### config.mk
export PLATFORM = sky130hd
export DESIGN_NAME = stbs_ctrl
export DESIGN_NICKNAME = d
export VERILOG_FILES = /design/src/hdl/stbs_pkg.sv /design/src/hdl/stbs_ctrl.sv
export VERILOG_INCLUDE_DIRS = /design/src /design/src/hdl
export SDC_FILE = /design/constraint.sdc
export NUM_CORES = 1
export LEC_CHECK = 0
export BUFFER_PORTS_ARGS = -buffer_cell sky130_fd_sc_hd__buf_2
export CAP_MARGIN = 30
export CORE_AREA = 2 2 39 41
export CTS_CLUSTER_DIAMETER = 40
export DETAILED_ROUTE_END_ITERATION = 10
export DIE_AREA = 0 0 41 43
export PLACE_DENSITY_LB_ADDON = 0.25
export SYNTH_ARGS = -nofsm -noshare
export SYNTH_HDL_FRONTEND = slang
export SYNTH_SLANG_ARGS = --single-unit
### constraint.sdc
create_clock -name clk -period 1.66 [get_ports clk]
set_clock_uncertainty 0.15 [all_clocks]
set_input_delay 0.083 -clock clk [delete_from_list [all_inputs] [get_ports clk]]
set_output_delay 0.083 -clock clk [all_outputs]
set_load 0.02 [all_outputs]
### src/hdl/sorted_table_binary_search_defines.svh
// Assertion helpers shared by the search block.
// Each macro expects a clock named clk and a synchronous reset named rst in scope.
`ifndef SORTED_TABLE_BINARY_SEARCH_DEFINES_SVH
`define SORTED_TABLE_BINARY_SEARCH_DEFINES_SVH

// Same-cycle implication.
`define STBS_ASSERT_IMP(lbl, ante, cons, msg) \
  lbl: assert property (@(posedge clk) disable iff (rst) (ante) |-> (cons)) else $error(msg);

// Next-cycle implication.
`define STBS_ASSERT_NXT(lbl, ante, cons, msg) \
  lbl: assert property (@(posedge clk) disable iff (rst) (ante) |=> (cons)) else $error(msg);

`endif

### src/hdl/stbs_pkg.sv
package stbs_pkg;

  localparam int DEPTH_DEF  = 1024;
  localparam int DATA_W     = 32;
  localparam int IDX_W      = 10;
  localparam int POS_W      = 10;
  localparam int SIZE_W     = 11;
  localparam int APB_ADDR_W = 3;
  localparam int APB_DATA_W = 32;

  // Input item operation codes
  localparam logic OP_WRITE  = 1'b0;
  localparam logic OP_SEARCH = 1'b1;

  // Register word indexes
  localparam logic REG_USED_SIZE = 1'b0;

  typedef struct packed {
    logic start;     // capture key and initial bounds
    logic write;     // store one table entry
    logic step;      // narrow bounds after a miss probe
    logic finish;    // capture search result
    logic hit;       // result value captured by finish
    logic load_out;  // move result to output register
  } stbs_cmd_t;

  typedef struct packed {
    logic size_zero; // no entries in use
    logic hit;       // current probe equals the key
    logic more;      // bounds still open after a miss probe
  } stbs_sts_t;

endpackage

### src/hdl/stbs_ctrl.sv
module stbs_ctrl (
  input  logic                clk,
  input  logic                rst,
  input  logic                in_valid,
  output logic                in_ready,
  input  logic                op,
  output logic                out_valid,
  input  logic                out_ready,
  input  stbs_pkg::stbs_sts_t sts,
  output stbs_pkg::stbs_cmd_t cmd
);
  import stbs_pkg::*;

  typedef enum logic [2:0] {
    S_IDLE  = 3'b001,
    S_PROBE = 3'b010,
    S_POST  = 3'b100
  } state_t;

  state_t state, state_next;
  logic   out_free, take;

  assign in_ready = (state == S_IDLE);
  assign take     = in_valid && in_ready;
  assign out_free = !out_valid || out_ready;

  always_comb begin
    state_next = state;
    cmd        = '0;
    unique case (state)
      S_IDLE: begin
        if (take && op == OP_WRITE) begin
          cmd.write = 1'b1;
        end else if (take) begin
          cmd.start = 1'b1;
          if (sts.size_zero) begin
            cmd.finish = 1'b1;
            state_next = S_POST;
          end else begin
            state_next = S_PROBE;
          end
        end
      end
      S_PROBE: begin
        if (sts.hit) begin
          cmd.finish = 1'b1;
          cmd.hit    = 1'b1;
          state_next = S_POST;
        end else if (sts.more) begin
          cmd.step   = 1'b1;
        end else begin
          cmd.finish = 1'b1;
          state_next = S_POST;
        end
      end
      S_POST: begin
        if (out_free) begin
          cmd.load_out = 1'b1;
          state_next   = S_IDLE;
        end
      end
      default: state_next = S_IDLE;
    endcase
  end

  always_ff @(posedge clk) begin
    if (rst) begin
      state     <= S_IDLE;
      out_valid <= 1'b0;
    end else begin
      state <= state_next;
      if (cmd.load_out) begin
        out_valid <= 1'b1;
      end else if (out_ready) begin
        out_valid <= 1'b0;
      end
    end
  end

  `include "sorted_table_binary_search_defines.svh"

  `STBS_ASSERT_NXT(a_search_probes, take && op == OP_SEARCH && !sts.size_zero, state == S_PROBE, "search did not start probing")
  `STBS_ASSERT_NXT(a_post_loads, state == S_POST && out_free, out_valid && state == S_IDLE, "result not delivered")
  `STBS_ASSERT_IMP(a_rise_from_post, $rose(out_valid), $past(state == S_POST), "result appeared outside post state")

endmodule

==> results.toml, run 1 <==
[drt]
viasPerCell = 4.34
final_antenna_net_count = 0
dr.pass1.iters = 2
dr.first_iter.drc_count = 7
wirelength_um = 616
vias = 282
post_drt_wl_per_cell_um = 9.48
drc = 0

[timing]
maxSlewViolCount = 0
fmax_ghz = 0.616
period_share_pct = 97.9
relSlewSlack_pct = 83.9
setup_viol = 0
final.min_clock_period_ps = 1620
hold_slack_ps = 39.1
tightest_slew_ps = 240
finalHoldViolCount = 0
rsz0062_at_grt = "true"

[final_layout]
seq_area_um2 = 81.3
diodes = 0
fin_cells = 65
multi_input_area_um2 = 166
postLayoutCellArea_um2 = 379
drive_gt1_share_pct = 46.9
finalNetCount = 59
syn_to_final_growth_pct = 57.8
fillCellCount = 164

[worst_hold_path]
hold_class = "in2reg"

[placed_design]
dp.final_hpwl_um = 484
dpl.cell_count = 61
io_buffers = 15
postPlaceCellArea_um2 = 340
finalWeightedCongestion = 0.667

[die]
start_util_pct = 17.4
die_area_um2 = 1760
die_h_um = 43
placementRows = 14
fp.dieW_um = 41
core_area_um2 = 1380
pin_count = 16

[yosys]
synth_cells = 30
synth_edf_count = 0
yosys_warnings = 0
synthTopCellsByArea = "dfxtp_1 (33%), nand2b_1 (13%), a21oi_1 (8.3%)"
synth.avg_cell_area_um2 = 8.01
ys_ff_latch = 4
syn-cell-area_um2 = 240
synth_top_area_share_pct = 33.3
async_flop_share_pct = 0
yosysSeqAreaShare_pct = 33.3
synth_area_leader_cell = "dfxtp_1"
yosys_most_used_dff = "dfxtp_1"
ys_types = 17
syn_nets = 38

[critical_path]
cp_data_required_time_ps = 1430
crit_path_start = "state[2]$_SDFFE_PP0P_"
crit_slowest_cell = "or3b_1"
arrival_ps = 1390
worstPathMaxFanout = 7
r2r-start = "state[2]$_SDFFE_PP0P_"
cp_cell_sequence = "or3b_1 -> and2b_2 -> buf_2"
r2r_cells = 3
crit_family = "simple AND/OR/NAND/NOR gates"
critical_path.max_stage_delay_ps = 410
critPathLaunchType = "register"
regToRegSetupSlack_ps = 370
critPathKind = "reg2out"
path_depth = 3
critPathBufInv = 1
worstSetupEndpointType = "output port"
worst_r2r_endpoint = "state[0]$_SDFFE_PP1P_"
endpoint = "cmd[0]"

[cts]
clkLatencyLatePin_ps = 240
cts_tree = "yes"
root_buffer = "clkbuf_4"
cts.sinks = 4
clkSlewWorstSetupHoldPaths_ps = 40
clk_path_buf_depth = 2
cts_setup_buffers = 0
cts.htree.levels = 1
cts_buffers = 3

[power]
powerDensity_nw_per_um2 = 945
power_leakage_uw = 0.000197
peakVddDrop_mv = 0.341

[grt]
grt_pass1_vias = 277
grt.total_usage_pct = 9.64
overflow = 0
antenna_found_initial = 0
grt_pass1_wl_mm = 1.06
grt_max_degree = 8

[outcome]
status = "finished clean"

[job]
drv_cap = 0
## per-layer routing
metal | wire length, um | part of all wire (%) | global-route usage (%) | vias up
met5 | 0 | 0 | 0 | -
met4 | 0 | 0 | 4.00 | 0
li1 | - | - | - | 144
met2 | 274 | 44 | 12.5 | 15
met3 | 56 | 9.1 | 9.42 | 0
met1 | 286 | 46 | 10.3 | 123
## layout by cell type, fill, tap and decap left out
| master | synthesis | final |
|---|---|---|
| buf_2 | 0 | 15 |
| nand2b_1 | 5 | 5 |
| a21oi_1 | 4 | 4 |
| clkbuf_4 | 0 | 3 |
| dfxtp_1 | 4 | 3 |
| nor3b_2 | 0 | 2 |
| nand2_1 | 2 | 2 |
| nor3_1 | 2 | 2 |
| or3b_1 | 1 | 1 |
| and2b_2 | 1 | 1 |
| a22o_1 | 1 | 1 |
| inv_1 | 1 | 1 |
| nor2_1 | 1 | 1 |
| and2_1 | 1 | 1 |
| o21a_1 | 1 | 1 |
| nor2_2 | 1 | 1 |
| o21ai_0 | 1 | 1 |
| nand3b_1 | 1 | 1 |
| o211a_1 | 1 | 1 |
| dlygate4sd3_1 | 0 | 1 |
| dfxtp_2 | 0 | 1 |
## flip-flops by register name, summed over array words and instances, names as in the netlist
name,flops
state,3
out_valid,1
## how the worst min path moves through the flow
stage	start	endpoint	slack, ps	cells past startpoint
3_3_place_gp	rst	out_valid$_SDFFE_PP0P_	120	2
4_1_cts	out_ready	out_valid$_SDFFE_PP0P_	30	3
5_1_grt	out_ready	out_valid$_SDFFE_PP0P_	40	3
3_5_place_dp	rst	out_valid$_SDFFE_PP0P_	120	2
2_1_floorplan	rst	out_valid$_SDFFE_PP0P_	2	1
6_report	out_ready	out_valid$_SDFFE_PP0P_	40	3
## timing repair
| item | in CTS | in global routing |
|---|---|---|
| cloned | 0 | 0 |
| endpoints found under the setup margin | 1 | 4 |
| endpoints found under the hold margin | 4 | 0 |
| hold buffers | 1 | 0 |
| pin swaps | 0 | 0 |
| resized for setup | 1 | 1 |
## per-stage QoR
step	power, uW	utilization, %	worst slack (ps)	TNS (ps)
4_1_cts	366	27.0	39.7	0
3_3_place_gp	234	24.6	238	0
2_1_floorplan	197	-	24.7	0
5_1_grt	394	27.4	-56.7	-109
3_5_place_dp	233	24.6	231	0
6_report	358	27.4	35.6	0
## cell usage after synthesis (2+ instances only)
| library cell | count |
|---|---|
| nand2b_1 | 5 |
| a21oi_1 | 4 |
| dfxtp_1 | 4 |
| nand2_1 | 2 |
| nor3_1 | 2 |
| nor3b_1 | 2 |
## power by group
| group | switching [uW] | internal, uW | total [uW] |
|---|---|---|---|
| sequential | 15.9 | 108 | 124 |
| combinational | 60.6 | 50.3 | 111 |
| clock | 42.2 | 81.0 | 123 |
## kinds of logic after synthesis
logic type      Yosys count  synth area share, %
compound gates            8                 21.4
buf+inv                   1                 1.56
simple gates             17                 43.8
flops                     4                 33.3
## tightest hold or removal path: cells and delay by family
family	cells	cell delay (ps)
AOI/OAI and AO/OA	1	80
buffers and inverters	1	70
and+or+nand+nor	1	140
## layout make-up
type / instances / share of cell area [%]
repair buffers: 16 / 22.4
flip-flops and latches: 4 / 21.5
clock buffers: 3 / 5.94
multi-input cells: 25 / 43.9
inverters: 1 / 0.990
well taps: 16 / 5.28
(Power assumes the default switching activity.)
==> run 2, diff against run 1 <==
SKIP_LAST_GASP = 1   (was default)
clock period = 1.8 ns   (was 1.66 ns; I/O delays follow)
==> run 2 against run 1 <==
  * Clock-buffer cell count is the same
  * Setup slack gained 100 ps
  * Sequential cell count is the same
  * Global-route usage shrank 3.3 points
  * Cell count is the same
  * Clock power shrank 11%
  * Non-clock buffer count is the same
  * Critical endpoint unchanged
  * Largest cell class unchanged
  * Largest power group unchanged
  * Highest routed layer is now met4
==> results.toml, run 2 (synthesis results as in run 1) <==
[outcome]
status = "finished clean"

[die]
start_util_pct = 17.4
fp.dieW_um = 41
die_h_um = 43
core_area_um2 = 1380
pin_count = 16
die_area_um2 = 1760
placementRows = 14

[grt]
grt.total_usage_pct = 6.31
grt_max_degree = 8
grt_pass1_vias = 208
overflow = 0
grt_pass1_wl_um = 703
antenna_found_initial = 0

[final_layout]
largestRegisters = "state x3, out_valid x1"
multi_input_area_um2 = 156
diodes = 0
final_cell_mix = "buf_2 (15), nand2b_1 (5), a21oi_1 (4), dfxtp_1 (4), clkbuf_4 (3)"
seq_area_um2 = 80.1
drive_gt1_share_pct = 40.8
postLayoutCellArea_um2 = 368
mostFrequentLayoutCell = "buf_2"
finalNetCount = 59
syn_to_final_growth_pct = 53.1
largest_reg_flops = 3
fillCellCount = 153
top_register = "state"

[placed_design]
preCtsSetupSlack_ps = 378
finalWeightedCongestion = 0.673
io_buffers = 15
postPlaceCellArea_um2 = 335

[cts]
cts.htree.levels = 1
clk_path_buf_depth = 2
cts.sinks = 4
root_buffer = "clkbuf_4"
cts_tree = "yes"
cts_setup_buffers = 0
cts_buffers = 3
clkSlewWorstSetupHoldPaths_ps = 30
clkLatencyLatePin_ps = 230
cts-resized-gates = 0

[timing]
finalHoldViolCount = 0
setup_viol = 0
fmax_ghz = 0.602
hold_slack_ps = 33.5
rsz0062_at_grt = "false"
tightest_slew_ps = 318
maxSlewViolCount = 0
period_share_pct = 92.3
final.min_clock_period_ps = 1660
relSlewSlack_pct = 78.7
fin_tns_setup_ps = 0
postLayoutSetupSlackWorst_ps = 138

[power]
peakVddDrop_mv = 0.173
power_uw = 319
power_leakage_uw = 0.000193
powerDensity_nw_per_um2 = 868

[drt]
wirelength_um = 532
final_antenna_net_count = 0
drc = 0
viasPerCell = 4.18
dr.pass1.iters = 2
dr.first_iter.drc_count = 3
vias = 272
post_drt_wl_per_cell_um = 8.18

[critical_path]
regToRegSetupSlack_ps = 490
r2r-start = "state[2]$_SDFFE_PP0P_"
crit_slowest_cell = "dfxtp_1"
critPathBufInv = 1
crit_path_start = "state[2]$_SDFFE_PP0P_"
endpoint = "cmd[0]"
critPathKind = "reg2out"
r2r_cells = 3
worstPathMaxFanout = 7
worstSetupEndpointType = "output port"
crit_family = "simple AND/OR/NAND/NOR gates"
critical_path.max_stage_delay_ps = 410
cp_cell_sequence = "or3b_1 -> and2b_2 -> buf_2"
critPathLaunchType = "register"
arrival_ps = 1420
cp_data_required_time_ps = 1560
worst_r2r_endpoint = "state[0]$_SDFFE_PP1P_"
path_depth = 3

[job]
drv_cap = 0

[worst_hold_path]
min_path_cells = 3
hold_class = "in2reg"
[run 2: repair_timing]
item	4_1_cts	5_1_grt
hold endpoints to repair	2	0
hold buffers	1	0
endpoints found under the setup margin	0	0
[run 2: worst reg2reg max path: cells and delay by family (launching register included)]
family             cells  cell delay (ps)
AOI/OAI and AO/OA      1               90
DFF                    1              410
and+or+nand+nor        2              530
[run 2: worst min path at each step]
stage          startpoint                endpoint  slack, ps
5_1_grt         out_ready  out_valid$_SDFFE_PP0P_         60
6_report        out_ready  out_valid$_SDFFE_PP0P_         30
3_5_place_dp          rst  out_valid$_SDFFE_PP0P_        130
4_1_cts         out_ready  out_valid$_SDFFE_PP0P_         30
2_1_floorplan         rst  out_valid$_SDFFE_PP0P_          9
3_3_place_gp          rst  out_valid$_SDFFE_PP0P_        120
[run 2: layer usage]
metal  global-route usage, %  wire length [um]  vias to the layer above
met1                    6.07               229                      116
li1                        -                 -                      144
met4                    6.00                14                        0
met2                    9.06               238                       10
met5                       0                 0                        -
met3                    3.14                50                        2
[run 2: final cells by class]
cell class / count / area share, %
sequential: 4 / 21.8
multi-input combinational: 25 / 42.5
tap: 16 / 5.44
timing repair buffer: 16 / 23.1
inverter: 1 / 1.02
clock buffer: 3 / 6.12
[run 2: per-stage QoR]
step,util (%),std cells
after detailed placement,24.2,61
after floorplan,-,30
final,26.6,65
after CTS,26.6,65
after global routing,26.6,65
after global placement,24.2,61
[run 2: report_power, final]
| group | internal, uW | total [uW] | leakage (uW) | switching, uW |
|---|---|---|---|---|
| Sequential | 99.4 | 112 | 0.0000327 | 12.6 |
| Combinational | 43.7 | 98.5 | 0.000146 | 54.8 |
| Clock | 74.4 | 109 | 0.0000138 | 34.6 |
